`src/sv/kwhm_pkg.sv`:
```
// ----------------------------------------------------------------------------
// kwhm_pkg
// Types, constants and codes shared by the k-way heap merge modules.
// ----------------------------------------------------------------------------
`default_nettype none

package kwhm_pkg;

    localparam int MAX_LANES  = 16;
    localparam int VALUE_BITS = 32;
    localparam int LANE_BITS  = 4;
    localparam int IDX_BITS   = 4;
    localparam int CNT_BITS   = 5;
    localparam int CFG_BITS   = 5;
    localparam int NODE_BITS  = VALUE_BITS + LANE_BITS + 1;

    typedef struct packed {
        logic signed [VALUE_BITS-1:0] element_value;
        logic                         lane_has_element;
        logic                         lane_final;
    } in_t;

    typedef struct packed {
        logic signed [VALUE_BITS-1:0] out_value;
        logic                         value_valid;
        logic [LANE_BITS-1:0]         source_lane;
        logic                         wants_input;
        logic [LANE_BITS-1:0]         request_lane;
        logic                         merge_done;
        logic                         run_last;
    } out_t;

    // heap node: biased key (sign flipped, compares unsigned), lane, final flag
    typedef struct packed {
        logic [VALUE_BITS-1:0] key;
        logic [LANE_BITS-1:0]  lane;
        logic                  fin;
    } node_t;

    typedef enum logic [3:0] {
        S_IDLE,
        S_DECIDE,
        S_UP_CHECK,
        S_UP_CMP,
        S_AFTER_PUSH,
        S_DRAIN,
        S_POP_ROOT,
        S_POP_LAST,
        S_DN_L,
        S_DN_LCMP,
        S_DN_RCMP,
        S_DN_SWAP,
        S_POP_EMIT
    } state_t;

    typedef enum logic [2:0] {
        RD_NONE,
        RD_PARENT,
        RD_ROOT,
        RD_LAST,
        RD_LEFT,
        RD_RIGHT
    } rd_sel_t;

    typedef enum logic [1:0] {
        WR_NONE,
        WR_CUR,
        WR_RDATA,
        WR_BEST
    } wr_sel_t;

    typedef enum logic [1:0] {
        EM_NONE,
        EM_PRIME,
        EM_EMPTY,
        EM_POP
    } emit_t;

    typedef struct packed {
        logic    latch_in;
        logic    prime_inc;
        logic    push_start;
        rd_sel_t rd_sel;
        wr_sel_t wr_sel;
        logic    idx_to_parent;
        logic    idx_to_sel;
        logic    take_top;
        logic    take_cur;
        logic    best_init;
        logic    cmp_left;
        logic    cmp_right;
        emit_t   emit;
    } cmd_t;

    typedef struct packed {
        logic                priming;
        logic                prime_open;
        logic                has;
        logic                full;
        logic                idx_zero;
        logic                parent_le;
        logic                count_zero;
        logic                count_one;
        logic                left_in;
        logic                right_in;
        logic                sel_is_idx;
        logic                out_free;
        logic                pop_ends;
        logic [CNT_BITS-1:0] count;
    } stat_t;

endpackage

`default_nettype wire

```
`src/sv/kwhm_ram.sv`:
```
// ----------------------------------------------------------------------------
// kwhm_ram
// Generic single-write, single-read RAM with registered read data.
// ----------------------------------------------------------------------------
`default_nettype none

module kwhm_ram #(
    parameter int WIDTH = 37,
    parameter int DEPTH = 16
) (
    input  wire logic                     clk,
    input  wire logic                     we,
    input  wire logic [$clog2(DEPTH)-1:0] waddr,
    input  wire logic [WIDTH-1:0]         wdata,
    input  wire logic                     re,
    input  wire logic [$clog2(DEPTH)-1:0] raddr,
    output logic      [WIDTH-1:0]         rdata
);

    logic [WIDTH-1:0] mem [DEPTH];

    always_ff @(posedge clk)
    begin
        if (we)
        begin
            mem[waddr] <= wdata;
        end
        if (re)
        begin
            rdata <= mem[raddr];
        end
    end

endmodule

`default_nettype wire

```
`src/sv/kwhm_ctrl.sv`:
```
// ----------------------------------------------------------------------------
// kwhm_ctrl
// Sequencer for priming, sift-up pushes, sift-down pops and result emission.
// ----------------------------------------------------------------------------
`default_nettype none

module kwhm_ctrl
    import kwhm_pkg::*;
(
    input  wire logic  clk,
    input  wire logic  rst_n,
    input  wire logic  in_valid,
    output logic       in_ready,
    input  wire stat_t st,
    output cmd_t       cmd
);

    state_t state_reg, state_next;

    always_ff @(posedge clk or negedge rst_n)
    begin
        if (!rst_n)
        begin
            state_reg <= S_IDLE;
        end
        else
        begin
            state_reg <= state_next;
        end
    end

    always_comb
    begin
        state_next = state_reg;
        cmd        = '0;
        in_ready   = 1'b0;
        case (state_reg)
            S_IDLE:
            begin
                in_ready = 1'b1;
                if (in_valid)
                begin
                    cmd.latch_in = 1'b1;
                    state_next   = S_DECIDE;
                end
            end
            S_DECIDE:
            begin
                state_next = S_AFTER_PUSH;
                if (st.priming)
                begin
                    if (st.prime_open)
                    begin
                        cmd.prime_inc = 1'b1;
                        if (st.has && !st.full)
                        begin
                            cmd.push_start = 1'b1;
                            state_next     = S_UP_CHECK;
                        end
                    end
                end
                else if (st.has && !st.full)
                begin
                    cmd.push_start = 1'b1;
                    state_next     = S_UP_CHECK;
                end
            end
            S_UP_CHECK:
            begin
                if (st.idx_zero)
                begin
                    cmd.wr_sel = WR_CUR;
                    state_next = S_AFTER_PUSH;
                end
                else
                begin
                    cmd.rd_sel = RD_PARENT;
                    state_next = S_UP_CMP;
                end
            end
            S_UP_CMP:
            begin
                if (st.parent_le)
                begin
                    cmd.wr_sel = WR_CUR;
                    state_next = S_AFTER_PUSH;
                end
                else
                begin
                    cmd.wr_sel        = WR_RDATA;
                    cmd.idx_to_parent = 1'b1;
                    state_next        = S_UP_CHECK;
                end
            end
            S_AFTER_PUSH:
            begin
                if (st.priming && st.prime_open)
                begin
                    if (st.out_free)
                    begin
                        cmd.emit   = EM_PRIME;
                        state_next = S_IDLE;
                    end
                end
                else
                begin
                    state_next = S_DRAIN;
                end
            end
            S_DRAIN:
            begin
                if (st.count_zero)
                begin
                    if (st.out_free)
                    begin
                        cmd.emit   = EM_EMPTY;
                        state_next = S_IDLE;
                    end
                end
                else
                begin
                    cmd.rd_sel = RD_ROOT;
                    state_next = S_POP_ROOT;
                end
            end
            S_POP_ROOT:
            begin
                cmd.take_top = 1'b1;
                if (st.count_one)
                begin
                    state_next = S_POP_EMIT;
                end
                else
                begin
                    cmd.rd_sel = RD_LAST;
                    state_next = S_POP_LAST;
                end
            end
            S_POP_LAST:
            begin
                cmd.take_cur = 1'b1;
                state_next   = S_DN_L;
            end
            S_DN_L:
            begin
                cmd.best_init = 1'b1;
                if (st.left_in)
                begin
                    cmd.rd_sel = RD_LEFT;
                    state_next = S_DN_LCMP;
                end
                else
                begin
                    cmd.wr_sel = WR_CUR;
                    state_next = S_POP_EMIT;
                end
            end
            S_DN_LCMP:
            begin
                cmd.cmp_left = 1'b1;
                if (st.right_in)
                begin
                    cmd.rd_sel = RD_RIGHT;
                    state_next = S_DN_RCMP;
                end
                else
                begin
                    state_next = S_DN_SWAP;
                end
            end
            S_DN_RCMP:
            begin
                cmd.cmp_right = 1'b1;
                state_next    = S_DN_SWAP;
            end
            S_DN_SWAP:
            begin
                if (st.sel_is_idx)
                begin
                    cmd.wr_sel = WR_CUR;
                    state_next = S_POP_EMIT;
                end
                else
                begin
                    cmd.wr_sel     = WR_BEST;
                    cmd.idx_to_sel = 1'b1;
                    state_next     = S_DN_L;
                end
            end
            S_POP_EMIT:
            begin
                if (st.out_free)
                begin
                    cmd.emit   = EM_POP;
                    state_next = st.pop_ends ? S_IDLE : S_DRAIN;
                end
            end
            default:
            begin
                state_next = S_IDLE;
            end
        endcase
    end

endmodule

`default_nettype wire

```
`src/sv/kwhm_dp.sv`:
```
// ----------------------------------------------------------------------------
// kwhm_dp
// Heap datapath: node RAM, sift registers, merge counters, output register.
// ----------------------------------------------------------------------------
`default_nettype none

module kwhm_dp
    import kwhm_pkg::*;
(
    input  wire logic                clk,
    input  wire logic                rst_n,
    input  wire in_t                 in_data,
    input  wire logic [CFG_BITS-1:0] lanes,
    input  wire cmd_t                cmd,
    output stat_t                    st,
    output logic                     out_valid,
    input  wire logic                out_ready,
    output out_t                     out_data
);

    localparam logic [VALUE_BITS-1:0] SIGN = {1'b1, {(VALUE_BITS-1){1'b0}}};

    in_t                 in_reg;
    node_t               cur_reg, best_reg, top_reg, rdata;
    logic [IDX_BITS-1:0] idx_reg, sel_reg;
    logic [CNT_BITS-1:0] count_reg, primed_reg;
    logic [LANE_BITS-1:0] pending_reg;
    logic                priming_reg;
    out_t                out_reg;
    out_t                out_next;
    logic                out_valid_reg;

    logic                we, re;
    logic [IDX_BITS-1:0] waddr, raddr, parent_idx;
    node_t               wdata;
    logic [IDX_BITS+1:0] left6, right6, count6;
    logic                restart;

    assign parent_idx = IDX_BITS'((idx_reg - 1'b1) >> 1);
    assign left6      = {1'b0, idx_reg, 1'b1};
    assign right6     = left6 + 1'b1;
    assign count6     = {1'b0, count_reg};

    always_comb
    begin
        re    = 1'b1;
        raddr = '0;
        case (cmd.rd_sel)
            RD_PARENT: raddr = parent_idx;
            RD_ROOT:   raddr = '0;
            RD_LAST:   raddr = IDX_BITS'(count_reg - 1'b1);
            RD_LEFT:   raddr = left6[IDX_BITS-1:0];
            RD_RIGHT:  raddr = right6[IDX_BITS-1:0];
            default:   re    = 1'b0;
        endcase
    end

    always_comb
    begin
        we    = 1'b1;
        waddr = idx_reg;
        wdata = cur_reg;
        case (cmd.wr_sel)
            WR_CUR:   wdata = cur_reg;
            WR_RDATA: wdata = rdata;
            WR_BEST:  wdata = best_reg;
            default:  we    = 1'b0;
        endcase
    end

    kwhm_ram #(
        .WIDTH (NODE_BITS),
        .DEPTH (MAX_LANES)
    ) u_ram (
        .clk   (clk),
        .we    (we),
        .waddr (waddr),
        .wdata (wdata),
        .re    (re),
        .raddr (raddr),
        .rdata (rdata)
    );

    assign restart = (cmd.emit == EM_EMPTY) ||
                     ((cmd.emit == EM_POP) && top_reg.fin && (count_reg == '0));

    always_comb
    begin
        out_next = '0;
        case (cmd.emit)
            EM_PRIME:
            begin
                out_next.wants_input  = 1'b1;
                out_next.request_lane = primed_reg[LANE_BITS-1:0];
                out_next.run_last     = 1'b1;
            end
            EM_EMPTY:
            begin
                out_next.wants_input = 1'b1;
                out_next.merge_done  = 1'b1;
                out_next.run_last    = 1'b1;
            end
            EM_POP:
            begin
                out_next.out_value   = top_reg.key ^ SIGN;
                out_next.value_valid = 1'b1;
                out_next.source_lane = top_reg.lane;
                if (!top_reg.fin)
                begin
                    out_next.wants_input  = 1'b1;
                    out_next.request_lane = top_reg.lane;
                    out_next.run_last     = 1'b1;
                end
                else if (count_reg == '0)
                begin
                    out_next.wants_input = 1'b1;
                    out_next.merge_done  = 1'b1;
                    out_next.run_last    = 1'b1;
                end
            end
            default:
            begin
                out_next = '0;
            end
        endcase
    end

    always_ff @(posedge clk)
    begin
        if (cmd.latch_in)
        begin
            in_reg <= in_data;
        end
        if (cmd.push_start)
        begin
            cur_reg.key  <= in_reg.element_value ^ SIGN;
            cur_reg.lane <= priming_reg ? primed_reg[LANE_BITS-1:0] : pending_reg;
            cur_reg.fin  <= in_reg.lane_final;
            idx_reg      <= count_reg[IDX_BITS-1:0];
        end
        else if (cmd.take_cur)
        begin
            cur_reg <= rdata;
            idx_reg <= '0;
        end
        else if (cmd.idx_to_parent)
        begin
            idx_reg <= parent_idx;
        end
        else if (cmd.idx_to_sel)
        begin
            idx_reg <= sel_reg;
        end
        if (cmd.take_top)
        begin
            top_reg <= rdata;
        end
        if (cmd.best_init)
        begin
            best_reg <= cur_reg;
            sel_reg  <= idx_reg;
        end
        else if (cmd.cmp_left && (rdata.key < cur_reg.key))
        begin
            best_reg <= rdata;
            sel_reg  <= left6[IDX_BITS-1:0];
        end
        else if (cmd.cmp_right && (rdata.key < best_reg.key))
        begin
            best_reg <= rdata;
            sel_reg  <= right6[IDX_BITS-1:0];
        end
        if (cmd.emit != EM_NONE)
        begin
            out_reg <= out_next;
        end
    end

    always_ff @(posedge clk or negedge rst_n)
    begin
        if (!rst_n)
        begin
            count_reg     <= '0;
            primed_reg    <= '0;
            priming_reg   <= 1'b1;
            pending_reg   <= '0;
            out_valid_reg <= 1'b0;
        end
        else
        begin
            if (cmd.push_start)
            begin
                count_reg <= count_reg + 1'b1;
            end
            else if (cmd.take_top)
            begin
                count_reg <= count_reg - 1'b1;
            end
            if (cmd.prime_inc)
            begin
                primed_reg <= primed_reg + 1'b1;
            end
            if (restart)
            begin
                count_reg   <= '0;
                primed_reg  <= '0;
                priming_reg <= 1'b1;
                pending_reg <= '0;
            end
            else if ((cmd.emit == EM_POP) && !top_reg.fin)
            begin
                pending_reg <= top_reg.lane;
                priming_reg <= 1'b0;
            end
            if (cmd.emit != EM_NONE)
            begin
                out_valid_reg <= 1'b1;
            end
            else if (out_ready)
            begin
                out_valid_reg <= 1'b0;
            end
        end
    end

    always_comb
    begin
        st            = '0;
        st.priming    = priming_reg;
        st.prime_open = primed_reg < lanes;
        st.has        = in_reg.lane_has_element;
        st.full       = count_reg >= CNT_BITS'(MAX_LANES);
        st.idx_zero   = idx_reg == '0;
        st.parent_le  = rdata.key <= cur_reg.key;
        st.count_zero = count_reg == '0;
        st.count_one  = count_reg == CNT_BITS'(1);
        st.left_in    = left6 < count6;
        st.right_in   = right6 < count6;
        st.sel_is_idx = sel_reg == idx_reg;
        st.out_free   = !out_valid_reg || out_ready;
        st.pop_ends   = !top_reg.fin || (count_reg == '0);
        st.count      = count_reg;
    end

    assign out_valid = out_valid_reg;
    assign out_data  = out_reg;

endmodule

`default_nettype wire

```
`src/sv/kway_heap_merge.sv`:
```
// ----------------------------------------------------------------------------
// kway_heap_merge
// K-way merge of sorted signed lanes through a binary min-heap of lane heads.
// ----------------------------------------------------------------------------
// A priming request answers without a push when its lane has no element or the
// heap is full; else the new lane head sifts up. Each pop from a heap of two or
// more nodes moves the last node to the root and sifts it down (up to 3 levels
// at 16 lanes); the heap RAM has one read port, one write port and registered
// read data. One request at a time.
// Reset: priming at lane 0, empty heap, active_lanes = 16; heap RAM not cleared.
`default_nettype none

module kway_heap_merge
    import kwhm_pkg::*;
(
    input  wire logic        clk,
    input  wire logic        rst_n,
    input  wire logic        in_valid,
    output logic             in_ready,
    input  wire in_t         in_data,
    output logic             out_valid,
    input  wire logic        out_ready,
    output out_t             out_data,
    input  wire logic        psel,
    input  wire logic        penable,
    input  wire logic        pwrite,
    input  wire logic [1:0]  paddr,
    input  wire logic [31:0] pwdata,
    output logic [31:0]      prdata,
    output logic             pready
);

    logic [CFG_BITS-1:0] active_lanes_reg;
    logic [CFG_BITS-1:0] lanes_eff;
    cmd_t                cmd;
    stat_t               st;

    always_ff @(posedge clk or negedge rst_n)
    begin
        if (!rst_n)
        begin
            active_lanes_reg <= CFG_BITS'(MAX_LANES);
        end
        else if (psel && penable && pwrite && (paddr == 2'd0 || paddr != 2'd0))
        begin
            active_lanes_reg <= pwdata[CFG_BITS-1:0];
        end
    end

    assign pready = 1'b1;
    assign prdata = {{(32-CFG_BITS){1'b0}}, active_lanes_reg};

    always_comb
    begin
        if (active_lanes_reg == '0)
        begin
            lanes_eff = CFG_BITS'(1);
        end
        else if (active_lanes_reg > CFG_BITS'(MAX_LANES))
        begin
            lanes_eff = CFG_BITS'(MAX_LANES);
        end
        else
        begin
            lanes_eff = active_lanes_reg;
        end
    end

    kwhm_ctrl u_ctrl (
        .clk      (clk),
        .rst_n    (rst_n),
        .in_valid (in_valid),
        .in_ready (in_ready),
        .st       (st),
        .cmd      (cmd)
    );

    kwhm_dp u_dp (
        .clk       (clk),
        .rst_n     (rst_n),
        .in_data   (in_data),
        .lanes     (lanes_eff),
        .cmd       (cmd),
        .st        (st),
        .out_valid (out_valid),
        .out_ready (out_ready),
        .out_data  (out_data)
    );

    a_count_bound: assert property (@(posedge clk) disable iff (!rst_n)
        st.count <= CNT_BITS'(MAX_LANES))
        else $error("heap count overflow");

    a_busy_after_accept: assert property (@(posedge clk) disable iff (!rst_n)
        (in_valid && in_ready) |=> !in_ready)
        else $error("request accepted while busy");

    a_emit_needs_slot: assert property (@(posedge clk) disable iff (!rst_n)
        (cmd.emit != EM_NONE) |-> (!out_valid || out_ready))
        else $error("result overwritten");

endmodule

`default_nettype wire
```
`config.mk`:
```
export PLATFORM = sky130hd
export DESIGN_NAME = kway_heap_merge
export DESIGN_NICKNAME = d
export VERILOG_FILES = /design/src/sv/kwhm_pkg.sv /design/src/sv/kwhm_ram.sv /design/src/sv/kwhm_ctrl.sv /design/src/sv/kwhm_dp.sv /design/src/sv/kway_heap_merge.sv
export SDC_FILE = /design/constraint.sdc
export NUM_CORES = 1
export LEC_CHECK = 0
export BUFFER_PORTS_ARGS = -buffer_cell sky130_fd_sc_hd__buf_2
export CORE_ASPECT_RATIO = 0.75
export CORE_MARGIN = 2
export CORE_UTILIZATION = 60
export DETAILED_ROUTE_END_ITERATION = 7
export PLACE_DENSITY_LB_ADDON = 0.3
export SETUP_SLACK_MARGIN = 0.3
export SYNTH_ARGS = -nofsm -noshare
export SYNTH_HDL_FRONTEND = slang
export SYNTH_SLANG_ARGS = --single-unit
```
`constraint.sdc`:
```
create_clock -name clk -period 9.2 [get_ports clk]
set_input_delay 0.92 -clock clk [delete_from_list [all_inputs] [get_ports clk]]
set_output_delay 0.92 -clock clk [all_outputs]
set_load 0.005 [all_outputs]
```
# Word level (Yosys, flattened, before mapping)
# Memory sizes are Yosys's and may differ from the RTL's. A register that Yosys moved wholly into a read port is not among the register bits.
# Cells that the tools add are included.
[word_totals]
regBits = 222
ramBits = 592
inputBits = 75
out_inout_bits = 79
elab_cells = 199
n_memories = 1
[classes]
n_addsub = 5
n_lt_le_gt_ge = 8
eq_ne = 27
muxes = 93
n_bitwise = 2
reduce_logical = 35
[memory_table]
columns = ["name", "words", "word_bits", "read_ports", "rd_clocked_by_memory_dff", "write_ports", "line_no", "text"]
rows = [
  ["u_dp.u_ram.mem", 16, 37, 1, 1, 1, "kwhm_ram.sv:20", "logic [WIDTH-1:0] mem [DEPTH];"],
]
[ops]
columns = ["op", "count"]
rows = [
  ["$mux W37", 5],
  ["$mux W4", 19],
  ["$pmux W37 S2", 1],
  ["$lt A32 B32 Y1", 2],
  ["$pmux W4 S13", 1],
  ["$mux W5", 8],
  ["$le A32 B32 Y1", 1],
  ["$mux W1", 32],
  ["$mux W3", 8],
  ["$mux W2", 11],
  ["$eq A4 B4 Y1 const B", 5],
  ["$eq A4 B3 Y1 const B", 4],
  ["$pmux W4 S4", 1],
  ["$pmux W3 S5", 1],
  ["$reduce_bool A2 Y1", 6],
  ["$add A5 B1 Y5 const B", 2],
  ["$logic_and A1 B1 Y1", 10],
  ["$logic_not A5 Y1", 2],
  ["$lt A5 B5 Y1", 2],
  ["$eq A2 B2 Y1 const B", 4],
  ["$eq A4 B2 Y1 const B", 2],
  ["$logic_not A4 Y1", 2],
  ["$pmux W2 S4", 1],
  ["$pmux W4 S2", 1],
  ["26 further kinds", 39],
]

# Logic depth before layout (Yosys ltp)
[depth]
word_depth = 12
depth_mapped = 16
mapped_depth_nobuf = 13

# Hierarchy
# Synthesis repeated with hierarchy kept, for this count alone.
[unflattened]
cells_unflattened = 1975
hier_area_um2 = 35353.9
[modules_own_cells]
columns = ["mod", "n_inst", "cells_per_inst", "area_each_um2", "seq_area_each_um2"]
rows = [
  ["kwhm_ram", 1, 963, 23312.4, 18888.1],
  ["kwhm_dp", 1, 880, 11015.6, 6287.3],
  ["kwhm_ctrl", 1, 84, 583.1, 100.1],
  ["kway_heap_merge", 1, 48, 442.9, 126.4],
]

# Least setup slack after synthesis
# No wires, ideal clock.
[synth_path]
path_kind = "register to register"
startpoint = "register u_dp.u_ram.rdata[22] (read register of u_dp.u_ram.mem)"
endpoint = "register u_dp.best_reg[0] (netlist bit) (enable)"
setup_ps = 496
arrival_ps = 4438
required_time_ps = 8704
setup_slack_ps = 4266
path_stages_with_launch = 10
n_path_buf = 0
period_less_slack_ps = 4934
path_cell_list = "edfxtp_1 ha_1 a21oi_1 nor2b_1 o21ai_0 a21oi_1 o21a_1 o21ai_0 a311oi_1 o21ai_0"
[synth_between]
elab_chain_cells = 3
word_cells_on_any_way = 5
classes_between = "order compare: 2; reduce/logical: 3"
[synth_rtl]
columns = ["item", "line_no", "text"]
rows = [
  ["from (decl)", "kwhm_ram.sv:17", "output logic [WIDTH-1:0] rdata"],
  ["$lt A32 B32 Y1 (on tied branches)", "kwhm_dp.sv:168, kwhm_dp.sv:163", ""],
  ["$logic_and A1 B1 Y1 (on tied branches)", "kwhm_dp.sv:168, kwhm_dp.sv:163", ""],
  ["$reduce_bool A3 Y1 (no line) (*)", "n/a", ""],
  ["to (signal assigned)", "kwhm_dp.sv:160", "best_reg <= cur_reg;"],
  ["to (signal assigned)", "kwhm_dp.sv:165", "best_reg <= rdata;"],
  ["to (signal assigned)", "kwhm_dp.sv:170", "best_reg <= rdata;"],
  ["to (decl)", "kwhm_dp.sv:24", "node_t cur_reg, best_reg, top_reg, rdata;"],
]
# Mark *: on every way between the ends. The rest lies on a longest branch, timed or not.
# A chain may end at the register's enable or synchronous reset.

# Final worst setup path
[layout_path]
startpoint = "register u_ctrl.state_reg[2]"
endpoint = "register u_dp.u_ram.rdata[18] (read register of u_dp.u_ram.mem), data pin"
[layout_between]
elab_chain_cells = 5
word_cells_on_any_way = 14
classes_between = "eq/ne: 10; mux: 3; reduce/logical: 1"
[layout_rtl]
columns = ["item", "line_no", "text"]
rows = [
  ["from (decl)", "kwhm_ctrl.sv:18", "state_t state_reg, state_next;"],
  ["from (signal assigned)", "kwhm_ctrl.sv:28", "state_reg <= state_next;"],
  ["$eq A4 B4 Y1 (tied with other cells)", "kwhm_ctrl.sv:37", "case (state_reg)"],
  ["$pmux W3 S5 (*)", "kwhm_ctrl.sv:37", ""],
  ["$eq A3 B2 Y1 (tied with other cells)", "kwhm_dp.sv:48", "case (cmd.rd_sel)"],
  ["$reduce_or A5 Y1 (no line)", "n/a", ""],
  ["$mux W1", "kwhm_dp.sv:48", ""],
]
# Marks and branches as above.

==> flow_summary_export.csv <==
group,metric,value,unit
status,status,"complete, no violations",
synthesis,synth_cell_types,79,
layout,drive_gt1_frac,0.158,
sta,hold_viol,0,
global_routing,antenna_found_initial,0,
clocking,clk_latency,630,ps
layout,top_register,"u_dp.u_ram.mem",
sta,timing.fmax,198,MHz
synthesis,ys.warnings.count,0,
worst_setup_path,cp_data_required_time,9610,ps
power_and_ir_drop,p_sw_frac,0.333,
synthesis,yosysTopAreaCell,"edfxtp_1",
synthesis,ys_async_sr_fraction,0.0294,
synthesis,synth_edf_count,825,
route,avgRoutedWirePerCell,23.8,um
sta,setup_violations,0,
sta,slew_headroom,0.212,
die,dieArea,0.0621,mm2
route,vias,21300,
clocking,clkSinkCount,850,
route,drc,0,
die,die-height,216,um
sta,whs,296,ps
die,pin_count,154,
die,rows,77,
power_and_ir_drop,power_frac_comb,0.293,
clocking,hold_buffers,0,
worst_hold_path,hold_class,"input port to asynchronous set/reset pin",
clocking,cts_root_buf,"clkbuf_16",
die,initial_utilization,0.610,
die,core_area,0.0592,mm2
worst_setup_path,critical_path_class,"flop to flop",
route,ant_nets,0,
run,cap_violations,0,
worst_setup_path,path_buf_inv,3,
clocking,cts_resized,0,
worst_setup_path,worstSetupStartpoint,"u_ctrl.state_reg[2]",
worst_setup_path,crit_family,"buffers and inverters",
worst_setup_path,arrival,5480,ps
synthesis,yosysSeqAreaShare,0.704,
power_and_ir_drop,power.share.sequential,0.451,
synthesis,synthCells,2466,
placed_design,numPortBuffers,96,
route,drt-initial-drc-count,2408,
clocking,clk_path_buf_depth,3,
global_routing,grt_pass1_wl,122000,um
global_routing,grt-ovfl-total,0,
clocking,cts_setup_buffers,0,
sta,period_needed,5060,ps
power_and_ir_drop,leakagePower,13.6,nW
worst_setup_path,r2r-start,"u_ctrl.state_reg[2]",
worst_setup_path,endpoint_kind,"flop",
layout,final_common_cell,"edfxtp_1",
power_and_ir_drop,power_density,304,mW/mm2
layout,n_antenna_cell,0,
power_and_ir_drop,p_int,8.06,mW
worst_setup_path,max_stage_delay,940,ps
layout,layout.nets,2732,
global_routing,track_usage,0.259,
layout,area_delta_synth_final,10.3,%
power_and_ir_drop,p_sw,4.02,mW
sta,skew,28.3,ps
worst_setup_path,cp_max_fo,80,
clocking,clkTransAtPathRegs,60,ps
sta,drv_slew,0,
worst_setup_path,worst_path_max_delay_cell,"buf_4",
synthesis,ys.flop_type,"edfxtp_1",
synthesis,synth-seq-cells,850,
die,die_w,287,um
placed_design,hpwlAfterDp,44500,um
synthesis,synthTopCellsByArea,"edfxtp_1 69%, nand2_1 4.4%, ha_1 3.1%",
worst_setup_path,startpoint_type,"flop",
layout,largest_reg_flops,592,
clocking,numCtsBuffers,77,
power_and_ir_drop,worst_ir_drop_vdd,0.000297,V
clocking,cts_tree,"yes",
route,wl,81100,um
route,first_pass_iters,5,
worst_setup_path,cp_common_cell,"buf_4",
synthesis,avgSynthCellArea,14.6,um2
route,vias_per_cell,6.25,
power_and_ir_drop,clkPwrFrac,0.257,
global_routing,grt_pass1_vias,20900,
global_routing,grt_max_degree,210,
worst_setup_path,crit_chain,"nand2b_1, nor3_4, buf_4, nor3b_2, a2111o_2, buf_4, buf_4, a21oi_1, a32o_1, a211oi_2",
placed_design,gp_congestion,0.854,
sta,rsz0062_at_grt,"no",
sta,finalSetupTns,0,ps
layout,final_cell_mix,"825 x edfxtp_1, 422 x nand2_1, 112 x a21oi_1",
sta,period_share,0.550,
synthesis,syn_area,0.0361,mm2
clocking,htreeDepth,3,
synthesis,yosysTopAreaCellShare,0.687,
sta,tightest_slew,1180,ps
cells by family after synthesis:
kind of cell / share of synthesized area
and+or+nand+nor: 0.0725
other: 0.000208
DFF: 0.704
AOI/OAI and AO/OA: 0.107
buffers and inverters: 0.0352
xor gates and xnor gates: 0.00461
muxes: 0.0450
adders and majority gates: 0.0309
area by class of cell:
cell class	instances	area, um2
sequential	850	25400
tap	790	988
multi-input combinational	1391	9650
timing repair buffer	162	1010
clock buffer	96	2020
inverter	86	323
fill	3972	19400
clock inverter	37	367
power groups by stage:
stage          Combinational [mW]  Clock [mW]  Sequential (mW)
2_1_floorplan                2.52           0             5.36
3_3_place_gp                 3.34           0             5.51
3_5_place_dp                 3.50           0             5.51
4_1_cts                      3.53        3.13             5.44
5_1_grt                      3.84        3.27             5.48
6_report                     3.54        3.10             5.44
path summary, 6_finish.rpt:
check	to	cells past startpoint	slack, ps
worst max-delay path	u_dp.u_ram.rdata[18]	10	4140
worst min-delay path	active_lanes_reg[0]	1	300
worst max register to register	u_dp.u_ram.rdata[18]	10	4140
worst min register to register	u_dp.out_data[43]	1	520
max in group asynchronous	u_dp.out_valid	1	8520
min in group clk	u_dp.in_reg[19]	1	460
Yosys cell counts (4+ instances only):
library cell / number
a211oi_1: 11
a211oi_2: 30
a21o_1: 24
a21oi_1: 112
a22o_1: 7
a22oi_1: 33
a32o_1: 75
a32oi_1: 74
and2_1: 38
buf_2: 55
buf_4: 41
buf_6: 13
clkbuf_1: 50
dfrtp_1: 23
edfxtp_1: 825
ha_1: 89
inv_1: 85
mux2_2: 72
mux2i_1: 81
nand2_1: 422
nand2b_1: 10
nand3_1: 11
nand4_1: 15
nor2_1: 48
nor2b_1: 9
nor3_1: 10
nor4_1: 5
o2111ai_1: 4
o211ai_1: 4
o21a_1: 8
o21ai_0: 24
o21ai_1: 37
o31ai_1: 34
or3_1: 4
xnor2_1: 12
xor2_1: 7
per-layer routing:
layer | up-vias | part of all wire | GRT usage
met5 | - | 0 | 0
met1 | 10700 | 0.42 | 0.373
li1 | 9563 | - | -
met2 | 942 | 0.48 | 0.418
met4 | 0 | 0.022 | 0.0660
met3 | 132 | 0.082 | 0.0414
per-stage QoR:
step	setup slack [ps]	area, um2	utilization	power (mW)	instances
2_1_floorplan	4270	36200	-	7.89	2492
3_3_place_gp	4400	37400	0.632	8.84	3279
3_5_place_dp	4260	37400	0.632	9.01	3279
4_1_cts	4250	39800	0.672	12.1	3412
5_1_grt	3900	39800	0.672	12.6	3412
6_report	4140	39800	0.672	12.1	3412
worst reg2reg max path, cell delays in order (launching register included):
cell      delay [ps]
dfrtp_1          520
nand2b_1         370
nor3_4           180
buf_4            560
nor3b_2          530
a2111o_2         220
buf_4            710
buf_4            970
a21oi_1          160
a32o_1           280
a211oi_2         360
Power figures use the tool's default switching activity.
